### src/rtl/core/sle_pkg.sv
// ----------------------------------------------------------------------------
// sle_pkg
// Shared types, character codes and the microprogram of the line editor.
// ----------------------------------------------------------------------------
package sle_pkg;

  localparam int unsigned FILL_W = 5;
  localparam int unsigned PC_W   = 5;

  typedef logic [PC_W-1:0]   pc_t;
  typedef logic [FILL_W-1:0] fill_t;

  // Character codes
  localparam logic [7:0] CH_NUL   = 8'h00;
  localparam logic [7:0] CH_BEL   = 8'h07;
  localparam logic [7:0] CH_BS    = 8'h08;
  localparam logic [7:0] CH_TAB   = 8'h09;
  localparam logic [7:0] CH_LF    = 8'h0A;
  localparam logic [7:0] CH_CR    = 8'h0D;
  localparam logic [7:0] CH_SP    = 8'h20;
  localparam logic [7:0] CH_TILDE = 8'h7E;
  localparam logic [7:0] CH_DEL   = 8'h7F;
  localparam logic [7:0] CH_HIGH  = 8'hA0;
  localparam logic [7:0] CTRL_C   = 8'h63 & 8'h1F;
  localparam logic [7:0] CTRL_R   = 8'h72 & 8'h1F;
  localparam logic [7:0] CTRL_U   = 8'h75 & 8'h1F;
  localparam logic [7:0] CTRL_W   = 8'h77 & 8'h1F;

  typedef enum logic [2:0] {
    KIND_ECHO = 3'd0,
    KIND_LINE = 3'd1,
    KIND_EOF  = 3'd2,
    KIND_ERR  = 3'd3,
    KIND_INTR = 3'd4
  } kind_e;

  typedef enum logic [1:0] {
    VSEL_CONST,
    VSEL_CHAR,
    VSEL_STORE
  } vsel_e;

  typedef enum logic [1:0] {
    FILL_HOLD,
    FILL_CLEAR,
    FILL_PUSH,
    FILL_POP
  } fill_op_e;

  typedef enum logic [1:0] {
    PTR_HOLD,
    PTR_CLEAR,
    PTR_INC
  } ptr_op_e;

  typedef enum logic [2:0] {
    COND_NEVER,
    COND_ALWAYS,
    COND_FILL_ZERO,
    COND_PTR_AT_FILL,
    COND_TOP_SPACE,
    COND_FULL
  } cond_e;

  // One control word per microprogram step
  typedef struct packed {
    logic       emit;
    kind_e      kind;
    vsel_e      vsel;
    logic [7:0] vconst;
    fill_op_e   fill_op;
    ptr_op_e    ptr_op;
    logic       rd_top;   // read store at fill-1 instead of at the pointer
    cond_e      cond;
    pc_t        target;
    logic       done;
  } ucode_t;

  // Datapath status seen by the jump conditions
  typedef struct packed {
    logic fill_zero;
    logic fill_full;
    logic ptr_at_fill;
    logic top_space;
  } dp_stat_t;

  // Program entry points and loop heads
  localparam pc_t PC_EOF     = 5'd0;
  localparam pc_t PC_ERR     = 5'd1;
  localparam pc_t PC_INTR    = 5'd2;
  localparam pc_t PC_DONE    = 5'd3;
  localparam pc_t PC_LF      = 5'd4;
  localparam pc_t PC_LF_LOOP = 5'd6;
  localparam pc_t PC_LF_END  = 5'd8;
  localparam pc_t PC_PRINT   = 5'd9;
  localparam pc_t PC_BEL     = 5'd11;
  localparam pc_t PC_ERASE   = 5'd12;
  localparam pc_t PC_REPRINT = 5'd16;
  localparam pc_t PC_RP_LOOP = 5'd17;
  localparam pc_t PC_KILL    = 5'd19;
  localparam pc_t PC_WERASE  = 5'd23;

  // CR reads as LF, tab as space
  function automatic logic [7:0] map_char(input logic [7:0] c);
    logic [7:0] m;
    m = c;
    if (c == CH_CR) begin
      m = CH_LF;
    end else if (c == CH_TAB) begin
      m = CH_SP;
    end
    return m;
  endfunction

  function automatic pc_t dispatch(input logic [7:0] c, input logic fe, input logic oe);
    logic [7:0] m;
    pc_t        pc;
    m = map_char(c);
    priority if (fe) begin
      pc = PC_EOF;
    end else if (oe) begin
      pc = PC_ERR;
    end else if (m == CH_LF) begin
      pc = PC_LF;
    end else if ((m >= CH_SP && m <= CH_TILDE) || m >= CH_HIGH) begin
      pc = PC_PRINT;
    end else if (m == CTRL_C) begin
      pc = PC_INTR;
    end else if (m == CH_BS || m == CH_DEL) begin
      pc = PC_ERASE;
    end else if (m == CTRL_R) begin
      pc = PC_REPRINT;
    end else if (m == CTRL_U) begin
      pc = PC_KILL;
    end else if (m == CTRL_W) begin
      pc = PC_WERASE;
    end else begin
      pc = PC_DONE;
    end
    return pc;
  endfunction

  // Microprogram ROM
  function automatic ucode_t ucode_fetch(input pc_t pc);
    ucode_t w;
    w = '0;
    unique case (pc)
      PC_EOF: begin
        w.emit = 1'b1; w.kind = KIND_EOF; w.fill_op = FILL_CLEAR;
        w.cond = COND_ALWAYS; w.target = PC_DONE;
      end
      PC_ERR: begin
        w.emit = 1'b1; w.kind = KIND_ERR; w.fill_op = FILL_CLEAR;
        w.cond = COND_ALWAYS; w.target = PC_DONE;
      end
      PC_INTR: begin
        w.emit = 1'b1; w.kind = KIND_INTR; w.fill_op = FILL_CLEAR;
        w.cond = COND_ALWAYS; w.target = PC_DONE;
      end
      PC_DONE: begin
        w.done = 1'b1;
      end
      // end of line: echo CR LF, deliver the line, then LF
      PC_LF: begin
        w.emit = 1'b1; w.vconst = CH_CR;
      end
      PC_LF + 5'd1: begin
        w.emit = 1'b1; w.vconst = CH_LF; w.ptr_op = PTR_CLEAR;
      end
      PC_LF_LOOP: begin
        w.cond = COND_PTR_AT_FILL; w.target = PC_LF_END;
      end
      PC_LF_LOOP + 5'd1: begin
        w.emit = 1'b1; w.kind = KIND_LINE; w.vsel = VSEL_STORE;
        w.ptr_op = PTR_INC; w.cond = COND_ALWAYS; w.target = PC_LF_LOOP;
      end
      PC_LF_END: begin
        w.emit = 1'b1; w.kind = KIND_LINE; w.vconst = CH_LF;
        w.fill_op = FILL_CLEAR; w.cond = COND_ALWAYS; w.target = PC_DONE;
      end
      // printable: store and echo, or ring the bell
      PC_PRINT: begin
        w.cond = COND_FULL; w.target = PC_BEL;
      end
      PC_PRINT + 5'd1: begin
        w.emit = 1'b1; w.vsel = VSEL_CHAR; w.fill_op = FILL_PUSH;
        w.cond = COND_ALWAYS; w.target = PC_DONE;
      end
      PC_BEL: begin
        w.emit = 1'b1; w.vconst = CH_BEL;
        w.cond = COND_ALWAYS; w.target = PC_DONE;
      end
      // erase one
      PC_ERASE: begin
        w.cond = COND_FILL_ZERO; w.target = PC_DONE;
      end
      PC_ERASE + 5'd1: begin
        w.emit = 1'b1; w.vconst = CH_BS;
      end
      PC_ERASE + 5'd2: begin
        w.emit = 1'b1; w.vconst = CH_SP;
      end
      PC_ERASE + 5'd3: begin
        w.emit = 1'b1; w.vconst = CH_BS; w.fill_op = FILL_POP;
        w.cond = COND_ALWAYS; w.target = PC_DONE;
      end
      // reprint
      PC_REPRINT: begin
        w.emit = 1'b1; w.vconst = CH_CR; w.ptr_op = PTR_CLEAR;
      end
      PC_RP_LOOP: begin
        w.cond = COND_PTR_AT_FILL; w.target = PC_DONE;
      end
      PC_RP_LOOP + 5'd1: begin
        w.emit = 1'b1; w.vsel = VSEL_STORE; w.ptr_op = PTR_INC;
        w.cond = COND_ALWAYS; w.target = PC_RP_LOOP;
      end
      // line kill
      PC_KILL: begin
        w.cond = COND_FILL_ZERO; w.target = PC_DONE;
      end
      PC_KILL + 5'd1: begin
        w.emit = 1'b1; w.vconst = CH_BS;
      end
      PC_KILL + 5'd2: begin
        w.emit = 1'b1; w.vconst = CH_SP;
      end
      PC_KILL + 5'd3: begin
        w.emit = 1'b1; w.vconst = CH_BS; w.fill_op = FILL_POP;
        w.cond = COND_ALWAYS; w.target = PC_KILL;
      end
      // word erase
      PC_WERASE: begin
        w.cond = COND_FILL_ZERO; w.target = PC_DONE;
      end
      PC_WERASE + 5'd1: begin
        w.rd_top = 1'b1; w.cond = COND_TOP_SPACE; w.target = PC_DONE;
      end
      PC_WERASE + 5'd2: begin
        w.emit = 1'b1; w.vconst = CH_BS;
      end
      PC_WERASE + 5'd3: begin
        w.emit = 1'b1; w.vconst = CH_SP;
      end
      PC_WERASE + 5'd4: begin
        w.emit = 1'b1; w.vconst = CH_BS; w.fill_op = FILL_POP;
        w.cond = COND_ALWAYS; w.target = PC_WERASE;
      end
      default: begin
        w.done = 1'b1;
      end
    endcase
    return w;
  endfunction

endpackage

### src/rtl/core/sle_seq.sv
// ----------------------------------------------------------------------------
// sle_seq
// Step counter, microprogram ROM and conditional jump logic.
// ----------------------------------------------------------------------------
module sle_seq (
  input  logic              clk_i,
  input  logic              rst_ni,
  input  logic              accept_i,
  input  logic              advance_i,
  input  logic [7:0]        rx_byte_i,
  input  logic              framing_error_i,
  input  logic              overrun_error_i,
  input  sle_pkg::dp_stat_t stat_i,
  output sle_pkg::ucode_t   uc_o,
  output logic              busy_o
);
  import sle_pkg::*;

  pc_t  pc_q, pc_d;
  logic busy_q, busy_d;
  logic take;

  assign uc_o   = ucode_fetch(pc_q);
  assign busy_o = busy_q;

  always_comb begin
    unique case (uc_o.cond)
      COND_NEVER:       take = 1'b0;
      COND_ALWAYS:      take = 1'b1;
      COND_FILL_ZERO:   take = stat_i.fill_zero;
      COND_PTR_AT_FILL: take = stat_i.ptr_at_fill;
      COND_TOP_SPACE:   take = stat_i.top_space;
      COND_FULL:        take = stat_i.fill_full;
      default:          take = 1'b0;
    endcase
  end

  always_comb begin
    pc_d   = pc_q;
    busy_d = busy_q;
    if (accept_i) begin
      pc_d   = dispatch(rx_byte_i, framing_error_i, overrun_error_i);
      busy_d = 1'b1;
    end else if (advance_i) begin
      if (uc_o.done) begin
        busy_d = 1'b0;
      end else if (take) begin
        pc_d = uc_o.target;
      end else begin
        pc_d = pc_q + 1'b1;
      end
    end
  end

  always_ff @(posedge clk_i or negedge rst_ni) begin
    if (!rst_ni) begin
      pc_q   <= PC_DONE;
      busy_q <= 1'b0;
    end else begin
      pc_q   <= pc_d;
      busy_q <= busy_d;
    end
  end

endmodule

### src/rtl/core/sle_dp.sv
// ----------------------------------------------------------------------------
// sle_dp
// Line store, fill count, read pointer and result value selection.
// ----------------------------------------------------------------------------
module sle_dp #(
  parameter int unsigned LINE_LENGTH = 16
) (
  input  logic              clk_i,
  input  logic              rst_ni,
  input  logic              accept_i,
  input  logic              advance_i,
  input  logic [7:0]        rx_byte_i,
  input  sle_pkg::ucode_t   uc_i,
  output sle_pkg::dp_stat_t stat_o,
  output logic [7:0]        value_o
);
  import sle_pkg::*;

  localparam int unsigned DEPTH = LINE_LENGTH - 1;
  localparam int unsigned IDX_W = $clog2(DEPTH);
  localparam fill_t       FULL  = fill_t'(DEPTH);

  logic [7:0] store_q [DEPTH];
  fill_t      fill_q, fill_d;
  fill_t      ptr_q, ptr_d;
  logic [7:0] char_q;
  fill_t      rd_addr;
  logic [7:0] rd_data;

  assign rd_addr = uc_i.rd_top ? (fill_q - 1'b1) : ptr_q;
  assign rd_data = store_q[rd_addr[IDX_W-1:0]];

  assign stat_o.fill_zero   = (fill_q == '0);
  assign stat_o.fill_full   = (fill_q >= FULL);
  assign stat_o.ptr_at_fill = (ptr_q == fill_q);
  assign stat_o.top_space   = (rd_data == CH_SP);

  always_comb begin
    unique case (uc_i.vsel)
      VSEL_CONST: value_o = uc_i.vconst;
      VSEL_CHAR:  value_o = char_q;
      VSEL_STORE: value_o = rd_data;
      default:    value_o = CH_NUL;
    endcase
  end

  always_comb begin
    fill_d = fill_q;
    ptr_d  = ptr_q;
    if (advance_i) begin
      unique case (uc_i.fill_op)
        FILL_HOLD:  fill_d = fill_q;
        FILL_CLEAR: fill_d = '0;
        FILL_PUSH:  fill_d = fill_q + 1'b1;
        FILL_POP:   fill_d = fill_q - 1'b1;
        default:    fill_d = fill_q;
      endcase
      unique case (uc_i.ptr_op)
        PTR_HOLD:  ptr_d = ptr_q;
        PTR_CLEAR: ptr_d = '0;
        PTR_INC:   ptr_d = ptr_q + 1'b1;
        default:   ptr_d = ptr_q;
      endcase
    end
  end

  always_ff @(posedge clk_i or negedge rst_ni) begin
    if (!rst_ni) begin
      fill_q <= '0;
      ptr_q  <= '0;
    end else begin
      fill_q <= fill_d;
      ptr_q  <= ptr_d;
    end
  end

  // Hold the mapped character; append it to the line on a push
  always_ff @(posedge clk_i) begin
    if (accept_i) begin
      char_q <= map_char(rx_byte_i);
    end
    if (advance_i && uc_i.fill_op == FILL_PUSH) begin
      store_q[fill_q[IDX_W-1:0]] <= char_q;
    end
  end

endmodule

### src/rtl/core/serial_line_editor_core.sv
// ----------------------------------------------------------------------------
// serial_line_editor_core
// Canonical-mode line editor for bytes from a serial receiver.
// ----------------------------------------------------------------------------
// Input channel (in_valid_i / in_ready_o) carries one received byte with its
// framing and overrun flags. Output channel (out_valid_o / out_ready_i)
// carries result requests: kind, value and last, where last marks the final
// request caused by one input byte. A byte that causes no result (ignored
// control code, erase on an empty line) produces nothing on the output.
//
// One byte is worked on at a time: in_ready_o is high only while the
// sequencer is idle. After dispatch the sequencer runs one microprogram
// step per cycle while no stalled result holds it. Results pass through a
// one-entry hold register (so the last flag is known) and then the output
// register.
// A stalled receiver stalls only the steps that must move a result; other
// steps keep going. Reset empties the line and drops any pending request;
// the line store itself is not cleared.
// ----------------------------------------------------------------------------
module serial_line_editor_core #(
  parameter int unsigned LINE_LENGTH = 16
) (
  input  logic       clk_i,
  input  logic       rst_ni,
  input  logic       in_valid_i,
  output logic       in_ready_o,
  input  logic [7:0] rx_byte_i,
  input  logic       framing_error_i,
  input  logic       overrun_error_i,
  output logic       out_valid_o,
  input  logic       out_ready_i,
  output logic [2:0] kind_o,
  output logic [7:0] value_o,
  output logic       last_o
);
  import sle_pkg::*;

  ucode_t     uc;
  dp_stat_t   stat;
  logic       busy;
  logic       accept;
  logic       advance;
  logic       flush;
  logic       out_free;
  logic [7:0] emit_value;

  // hold register: one result waits here until we know whether it is last
  logic       hold_valid_q;
  kind_e      hold_kind_q;
  logic [7:0] hold_value_q;

  logic       out_valid_q;
  kind_e      out_kind_q;
  logic [7:0] out_value_q;
  logic       out_last_q;

  assign in_ready_o = !busy;
  assign accept     = in_valid_i && in_ready_o;

  // A new emit or the final step pushes the held result toward the output
  assign flush    = busy && hold_valid_q && (uc.emit || uc.done);
  assign out_free = !out_valid_q || out_ready_i;
  assign advance  = busy && !(flush && !out_free);

  sle_seq u_seq (
    .clk_i           (clk_i),
    .rst_ni          (rst_ni),
    .accept_i        (accept),
    .advance_i       (advance),
    .rx_byte_i       (rx_byte_i),
    .framing_error_i (framing_error_i),
    .overrun_error_i (overrun_error_i),
    .stat_i          (stat),
    .uc_o            (uc),
    .busy_o          (busy)
  );

  sle_dp #(
    .LINE_LENGTH (LINE_LENGTH)
  ) u_dp (
    .clk_i     (clk_i),
    .rst_ni    (rst_ni),
    .accept_i  (accept),
    .advance_i (advance),
    .rx_byte_i (rx_byte_i),
    .uc_i      (uc),
    .stat_o    (stat),
    .value_o   (emit_value)
  );

  // Control state of the hold and output registers
  always_ff @(posedge clk_i or negedge rst_ni) begin
    if (!rst_ni) begin
      hold_valid_q <= 1'b0;
      out_valid_q  <= 1'b0;
    end else begin
      if (advance) begin
        if (uc.emit) begin
          hold_valid_q <= 1'b1;
        end else if (uc.done) begin
          hold_valid_q <= 1'b0;
        end
      end
      if (advance && flush) begin
        out_valid_q <= 1'b1;
      end else if (out_ready_i) begin
        out_valid_q <= 1'b0;
      end
    end
  end

  // Payload registers
  always_ff @(posedge clk_i) begin
    if (advance && uc.emit) begin
      hold_kind_q  <= uc.kind;
      hold_value_q <= emit_value;
    end
    if (advance && flush) begin
      out_kind_q  <= hold_kind_q;
      out_value_q <= hold_value_q;
      out_last_q  <= uc.done;
    end
  end

  assign out_valid_o = out_valid_q;
  assign kind_o      = out_kind_q;
  assign value_o     = out_value_q;
  assign last_o      = out_last_q;

endmodule

### config.mk
export PLATFORM = sky130hd
export DESIGN_NAME = serial_line_editor_core
export DESIGN_NICKNAME = d
export VERILOG_FILES = /design/src/rtl/core/sle_pkg.sv /design/src/rtl/core/sle_seq.sv /design/src/rtl/core/sle_dp.sv /design/src/rtl/core/serial_line_editor_core.sv
export SDC_FILE = /design/constraint.sdc
export NUM_CORES = 1
export LEC_CHECK = 0
export ABC_CLOCK_PERIOD_IN_PS = 7200
export BUFFER_PORTS_ARGS = -buffer_cell sky130_fd_sc_hd__buf_2
export CAP_MARGIN = 0
export CORE_AREA = 2 2 133 135
export CTS_BUF_LIST = sky130_fd_sc_hd__clkbuf_8
export DETAILED_ROUTE_END_ITERATION = 6
export DIE_AREA = 0 0 135 137
export GPL_ROUTABILITY_DRIVEN = 1
export PLACE_DENSITY_LB_ADDON = 0.3
export SYNTH_ARGS = -nofsm -noshare
export SYNTH_HDL_FRONTEND = slang
export SYNTH_HIERARCHICAL = 1
export SYNTH_SLANG_ARGS = --single-unit
### constraint.sdc
create_clock -name clk_i -period 7.2 [get_ports clk_i]
set_clock_uncertainty 0.1 [all_clocks]
set_input_delay 0.36 -clock clk_i [delete_from_list [all_inputs] [get_ports clk_i]]
set_output_delay 0.36 -clock clk_i [all_outputs]
set_load 0.02 [all_outputs]
======== Word level (Yosys, flattened, before mapping) ========
Memories as Yosys holds them, arrays and structs flattened.
Index checks and enable logic that the tools add are counted.
storage, ports and cells
  register bits ........................... 49
  bits in writable memories ............... 120
  input port bits ......................... 14
  logic and storage cells ................. 154
  memories ................................ 1
memory list
  name          words  bits a word  rd ports  clocked after Yosys merged registers in  wr ports  RTL line      text
  u_dp.store_q  15     8            1         0                                        1         sle_dp.sv:23  logic [7:0] store_q [DEPTH];
cells by class
  add/subtract/negate cells ............... 4
  $lt $le $gt $ge ......................... 4
  equality and inequality tests ........... 51
  mux-type cells .......................... 38
  bitwise operators ....................... 1
  reduce and logical (&&, ||, !) cells .... 43
operator list
  operator                                       count
  case mux 8 bit (10 select lines)               1
  two-way mux 5 bit                              13
  == test 5 bit, second input constant           12
  == test 5 x 4 -> 1 bit, second input constant  8
  == test 8 x 4 -> 1 bit, second input constant  4
  case mux 6 bit (5 select lines)                1
  OR reduction 27 bit                            1
  == test 8 x 5 -> 1 bit, second input constant  3
  two-way mux 8 bit                              3
  case mux 8 bit (3 select lines)                1
  == test 5 x 3 -> 1 bit, second input constant  4
  OR reduction 20 bit                            1
  adder 5 x 1 -> 5 bit, second input constant    3
  case mux 5 bit (3 select lines)                1
  case mux 3 bit (4 select lines)                1
  two-way mux 1 bit                              11
  zero test 5 bit                                2
  case mux 5 bit (2 select lines)                1
  AND reduction 2 bit                            5
  OR reduction 2 bit                             5
  logical AND 1 bit                              9
  OR reduction 3 bit                             3
  == test 2 bit, second input constant           4
  == test 8 x 2 -> 1 bit, second input constant  1
  other kinds (27)                               43

======== Logic depth before layout (Yosys ltp) ========
Gate-level depths: netlist of run 1.
  word-level depth ........................ 15
  gate-level depth with buffers ........... 19
  gate-level depth less buffers ........... 15

======== Cells and area by module ========
Netlist of run 1, hierarchy kept.
modules (own cells, without submodules)
  module                   instances  cells each  area each (sq um)  sequential area each (sq um)
  sle_dp                   1          477         6211.0             4093.9
  sle_seq                  1          199         1358.8             152.6
  serial_line_editor_core  1          40          815.8              740.7

======== Worst setup path after synthesis of run 1 ========
Ideal clock, no wire load.
  path kind ............................... register to register
  start ................................... register u_seq.pc_q[2]
  end ..................................... register u_seq.pc_q[1]
  data arrival time ....................... 3961 ps
  required time ........................... 7017 ps
  path slack .............................. 3055 ps
  stages on the path, launching flop included .. 19
  clock period less this slack ............ 4145 ps
  cells stage by stage .................... dfrtp_1 > buf_4 > clkbuf_1 > buf_1 > nand2b_1 > nor2_1 > buf_4 > nand2_1 > nand2_1 > clkbuf_1 > nand2_1 > a32oi_1 > a31oi_1 > a21oi_1 > and4b_1 > a22o_4 > mux2i_4 > mux2_1 > a221o_1
RTL lines
  element                 RTL line       text
  start, declared         sle_seq.sv:19  pc_t pc_q, pc_d;
  start signal, assigned  sle_seq.sv:60  pc_q <= pc_d;

==> results by group, run 1 <==
Routing
  – Vias/cell: 6.06
  – DRT iter0 DRCs: 702
  – Drc violations: 0
  – WL/cell: 20.1 microns
  – Remaining antenna violation count: 0
  – DR pass1 iterations: 6
  – Drt total wl: 19,200 microns
  – Vias post-DR: 5,796

Run status
  – Status: completed

Min path
  – HP Class: input pin to flop
  – Hold path cells: 1

STA
  – RSZ-0062 raised after global routing: false
  – Fin. Hold Viols: 0
  – Worst slew pin tran: 1200 ps
  – Max frequency: 188 MHz
  – Fin crit share: 73.7%
  – Worst rel slew slack: 19.9%
  – Final setup violation count: 0
  – Slew Limit Fails: 0
  – Setup TNS: 0 ps
  – Min Clock Period, post-route: 5310 ps

Critical path
  – Crit end category: flop
  – Crit path largest cell delay: 940 ps
  – CP Cell Sequence: nand2_1 > nor2_1 > buf_4 > or2_1 > nand2_1 > mux4_2 > a2bb2oi_1 > mux2i_1 > nor2_1 > and4b_1 > a22o_4 > mux2i_4 > mux2_1 > a221o_1
  – Critical path data required time: 7480 ps
  – R2r worst-path depth: 14
  – Setup CP Type: flop to flop
  – Worst path arrival time: 5590 ps
  – Startpoint Class: flop
  – Crit path max-delay cell type: dfrtp_1
  – Worst-path maximum fanout: 31

Final layout
  – Area of the multi-input gates: 3100 sq um
  – Filler cell count: 1,468
  – FF/Latch Area: 4990 sq um
  – Area delta synth->final: 6.93%
  – Nets: 744
  – Layout cells sized above 1: 12.7%
  – Number of diodes: 0

Global route
  – GR Util All Layers: 21.8%
  – Initial antenna violation count: 0
  – Pin count of the biggest net entering global routing: 32
  – Number of global-route vias before repair: 5,526
  – First-pass GRT wire length: 30,200 microns
  – GRT overflow: 0

Power and ir drop
  – Leak pwr: 3.02 nW
  – Power density cells: 344 nW/um^2
  – Peak supply drop: 0.169 mV
  – Total power: 0.00309 W

Clocking
  – CTS Buf Count: 17
  – Worst-Skew Late Latency: 460 ps
  – CTS max path bufs: 2
  – Clock Pin Slew Worst Setup and Hold Paths: 90 ps
  – TritonCTS clock tree: done
  – Clk sinks: 169
  – Clock tree root buffer cell: clkbuf_8
  – H-tree Lvls: 4

Floorplan
  – I/O pins: 28
  – Starting Density: 49.1%
  – DIE AREA: 18,500 sq um
  – Die Span Y: 137 microns
  – Std-Cell Rows: 48
  – Core ar.: 17,100 sq um
  – Chip Width: 135 microns

Placed design
  – GP Congestion: 0.984
  – Hpwl dp: 13,100 microns
  – PortBufs: 27

Logic synthesis
  – Mean Syn Cell Area: 11.7 sq um
  – Post-Synthesis Cells: 715
  – Syn Std Cell Area: 8380 sq um
  – Syn. warnings: 6

Run
  – Max Cap Viol: 0
## metrics by stage
stage	area, sq um	utilization, %	hold WS (ps)	setup WS, ps	std cells
finish	8960	52.5	68.3	1890	956
global route	8960	52.5	57.3	1420	956
CTS	8960	52.5	35.3	1940	956
detailed placement	8590	50.3	232	1950	923
global placement	8590	50.3	223	2130	923
floorplan	8390	-	-35.6	3060	717
## layer usage
| layer | wire length (microns) | GRT usage (%) | up-vias | share of wire, % |
|---|---|---|---|---|
| met4 | 274 | 7.29 | 0 | 1.4 |
| li1 | - | - | 2685 | - |
| met3 | 1560 | 4.52 | 22 | 8.1 |
| met2 | 9170 | 34.3 | 254 | 48 |
| met5 | 0 | 0 | - | 0 |
| met1 | 8230 | 30.5 | 2835 | 43 |
## critical path, delay by kind of cell (launching register included)
kind	cells	cell delay, ps
simple gates	6	1990
mux	4	1270
flops	1	940
compound gates	3	670
buf+inv	1	240
## area by class of cell
| class | count | area share, % |
|---|---|---|
| flip-flops and latches | 169 | 55.6 |
| multi-input cells | 484 | 34.6 |
| well taps | 225 | 3.14 |
| clock buffers | 17 | 2.61 |
| repair buffers | 31 | 1.87 |
| clock inverters | 15 | 1.48 |
| inverters | 15 | 0.628 |
## state kept, by name, indices dropped and copies added (netlist names)
register,cells
u_dp/store_q,120
hold_value_q,8
u_dp/char_q,8
value_o,8
u_dp/fill_q,5
u_dp/ptr_q,5
u_seq/pc_q,5
hold_kind_q,3
kind_o,3
hold_valid_q,1
last_o,1
out_valid_o,1
u_seq/busy_o,1
## timing repair
| item | 4_1_cts | 5_1_grt |
|---|---|---|
| setup buffers | 0 | 0 |
| hold buffers | 1 | 0 |
| endpoints found under the hold margin | 16 | 0 |
| resized for setup | 0 | 0 |
## placed cells by master (no fill, tap or decap), types with 12 or more instances in the layout
master / count
nand2_1: 70
ha_1: 12
dfrtp_1: 16
buf_2: 27
nand3_1: 64
a21oi_1: 30
nor2b_1: 12
nor3_1: 14
edfxtp_1: 151
mux2i_1: 19
o21ai_0: 52
nor2_1: 44
inv_1: 14
clkbuf_8: 17
## power by group
group	total, W	internal [W]	switching [W]
sequential	0.00141	0.00126	0.000151
clock	0.000625	0.000252	0.000374
combinational	0.00105	0.000396	0.000657
total	0.00309	0.00191	0.00118
## path summary, 6_finish.rpt
kind	start	slack, ps	end
max in group asynchronous	rst_ni	6330	u_seq/pc_q[1]
max reg2reg	u_seq/pc_q[3]	1890	u_seq/pc_q[1]
max	u_seq/pc_q[3]	1890	u_seq/pc_q[1]
min in group asynchronous	rst_ni	310	hold_valid_q
min reg2reg	hold_value_q[4]	320	value_o[4]
min	rx_byte_i[6]	70	u_dp/char_q[6]
Power figures use the tool's default switching activity.
==> run 2, diff against run 1 <==
ABC_CLOCK_PERIOD_IN_PS = 5200   (was 7200)
clock period = 5.2 ns   (was 7.2 ns; I/O delays follow)
==> results by group, run 2 (synthesis gave the netlist of run 1 again) <==
Power and ir drop
  – Leak pwr: 3.14 nW
  – Total power: 0.00450 W
  – Peak supply drop: 0.266 mV
  – Power density cells: 491 nW/um^2

Critical path
  – Setup CP Type: flop to flop
  – Crit path largest cell delay: 570 ps
  – Delay-heaviest family, CP: compound AO/OA/AOI/OAI gates
  – Worst-path maximum fanout: 17
  – Worst path arrival time: 4770 ps
  – Crit path max-delay cell type: dfstp_2
  – CP bufs+invs: 3
  – Startpoint Class: flop
  – CP Cell Sequence: inv_1 > ha_1 > nand2b_1 > nor2_1 > buf_4 > and2_1 > nor2_4 > buf_4 > mux2i_1 > a32oi_1 > a31oi_1 > a21oi_1 > and4b_1 > a22o_4 > mux2i_4 > mux2_1 > a221o_1
  – Setup slack, reg-to-reg: 720 ps
  – Critical path data required time: 5490 ps
  – Crit end category: flop
  – Crit path top cell by count: buf_4

STA
  – Min Clock Period, post-route: 4480 ps
  – Slew Limit Fails: 0
  – Fin. Hold Viols: 0
  – Worst rel slew slack: 18.4%
  – RSZ-0062 raised after global routing: false
  – Setup TNS: 0 ps
  – Worst slew pin tran: 1220 ps
  – Final setup violation count: 0
  – Fin crit share: 86.1%
  – Max frequency: 223 MHz

Routing
  – Drc violations: 0
  – Drt total wl: 20,000 microns
  – Vias/cell: 6.03
  – Vias post-DR: 5,863
  – Remaining antenna violation count: 0
  – WL/cell: 20.6 microns
  – DR pass1 iterations: 5
  – DRT iter0 DRCs: 601

Clocking
  – TritonCTS clock tree: done
  – Hold Buf Count CTS: 4
  – Post_cts resized: 0
  – Post-CTS Setup Inserts: 0
  – Clk sinks: 169
  – Clock tree root buffer cell: clkbuf_8
  – CTS Buf Count: 17
  – H-tree Lvls: 4
  – Clock Pin Slew Worst Setup and Hold Paths: 90 ps
  – CTS max path bufs: 2
  – Worst-Skew Late Latency: 460 ps

Global route
  – Initial antenna violation count: 0
  – Number of global-route vias before repair: 5,583
  – GRT overflow: 0
  – First-pass GRT wire length: 31,000 microns
  – GR Util All Layers: 22.3%
  – Pin count of the biggest net entering global routing: 31

Final layout
  – Layout cells sized above 1: 14.2%
  – Number of diodes: 0
  – Post-layout util: 53.8%
  – Most common cell after layout, fill and taps aside: edfxtp_1
  – Area delta synth->final: 9.45%
  – Most frequent cells in the layout: edfxtp_1, nand2_1, nand3_1
  – Filler cell count: 1,474
  – Largest register FFs: 120
  – Nets: 760

Floorplan
  – DIE AREA: 18,500 sq um
  – I/O pins: 28
  – Starting Density: 49.1%
  – Die Span Y: 137 microns
  – Chip Width: 135 microns
  – Core ar.: 17,100 sq um
  – Std-Cell Rows: 48

Run
  – Max Cap Viol: 0

Run status
  – Status: completed

Min path
  – HP Class: input pin to flop

Placed design
  – Hpwl dp: 13,400 microns
  – GP Congestion: 0.915
  – PortBufs: 27
## run 2: changes by cell type in the layout (fill, tap and decap cells not counted)
cell           previous run  this run
inv_8                     3         2
clkinvlp_4                3         2
dlygate4sd3_1             1         4
inv_6                     6         4
buf_4                     3        16
bufinv_16                 0         4
## run 2: power by group
part	total (W)	internal [W]	leakage, nW	switching (W)
logic	0.00158	0.000579	1.31	0.000996
clock network	0.00104	0.000536	0.223	0.000500
registers	0.00189	0.00174	1.60	0.000148
total	0.00450	0.00286	3.14	0.00164
## run 2: final cells by class
| cell class | instances | area, sq um | area share (%) |
|---|---|---|---|
| multi-input cells | 484 | 3100 | 33.8 |
| repair buffers | 47 | 295 | 3.22 |
| inverters | 15 | 56.3 | 0.614 |
| well taps | 225 | 282 | 3.07 |
| flip-flops and latches | 169 | 4990 | 54.4 |
| clock buffers | 17 | 234 | 2.55 |
| clock inverters | 15 | 216 | 2.36 |
## run 2: worst reg2reg max path: stages (launching register included)
cell	delay, ps
dfstp_2	570
inv_1	80
ha_1	220
nand2b_1	120
nor2_1	60
buf_4	190
and2_1	190
nor2_4	330
buf_4	300
mux2i_1	240
a32oi_1	70
a31oi_1	280
a21oi_1	140
and4b_1	330
a22o_4	260
mux2i_4	240
mux2_1	350
a221o_1	340
## run 2: stage by stage
stage                     area (sq um)  hold slack (ps)  std cells  setup WS (ps)
after floorplan                   8390             -136        717           1060
after CTS                         9170             5.90        972            738
after global placement            8680              123        936            762
final                             9170             34.3        972            722
after global routing              9170             15.1        972            525
after detailed placement          8680              138        936            772
## run 2: path summary, 6_finish.rpt
kind | startpoint | to | cells after the start
max | u_seq/pc_q[0] | u_seq/pc_q[1] | 17
min | rx_byte_i[4] | u_dp/char_q[4] | 1
max reg2reg | u_seq/pc_q[0] | u_seq/pc_q[1] | 17
min reg2reg | hold_value_q[5] | value_o[5] | 0
max in group asynchronous | rst_ni | u_seq/pc_q[0] | 2
min in group asynchronous | rst_ni | u_dp/fill_q[1] | 2
## run 2: routing by layer
| layer | vias to the layer above | track usage (%) | share of wire [%] |
|---|---|---|---|
| li1 | 2723 | - | - |
| met1 | 2904 | 30.5 | 45 |
| met2 | 206 | 35.7 | 47 |
| met3 | 30 | 5.26 | 6.1 |
| met4 | 0 | 6.71 | 2.0 |
| met5 | - | 0 | 0 |
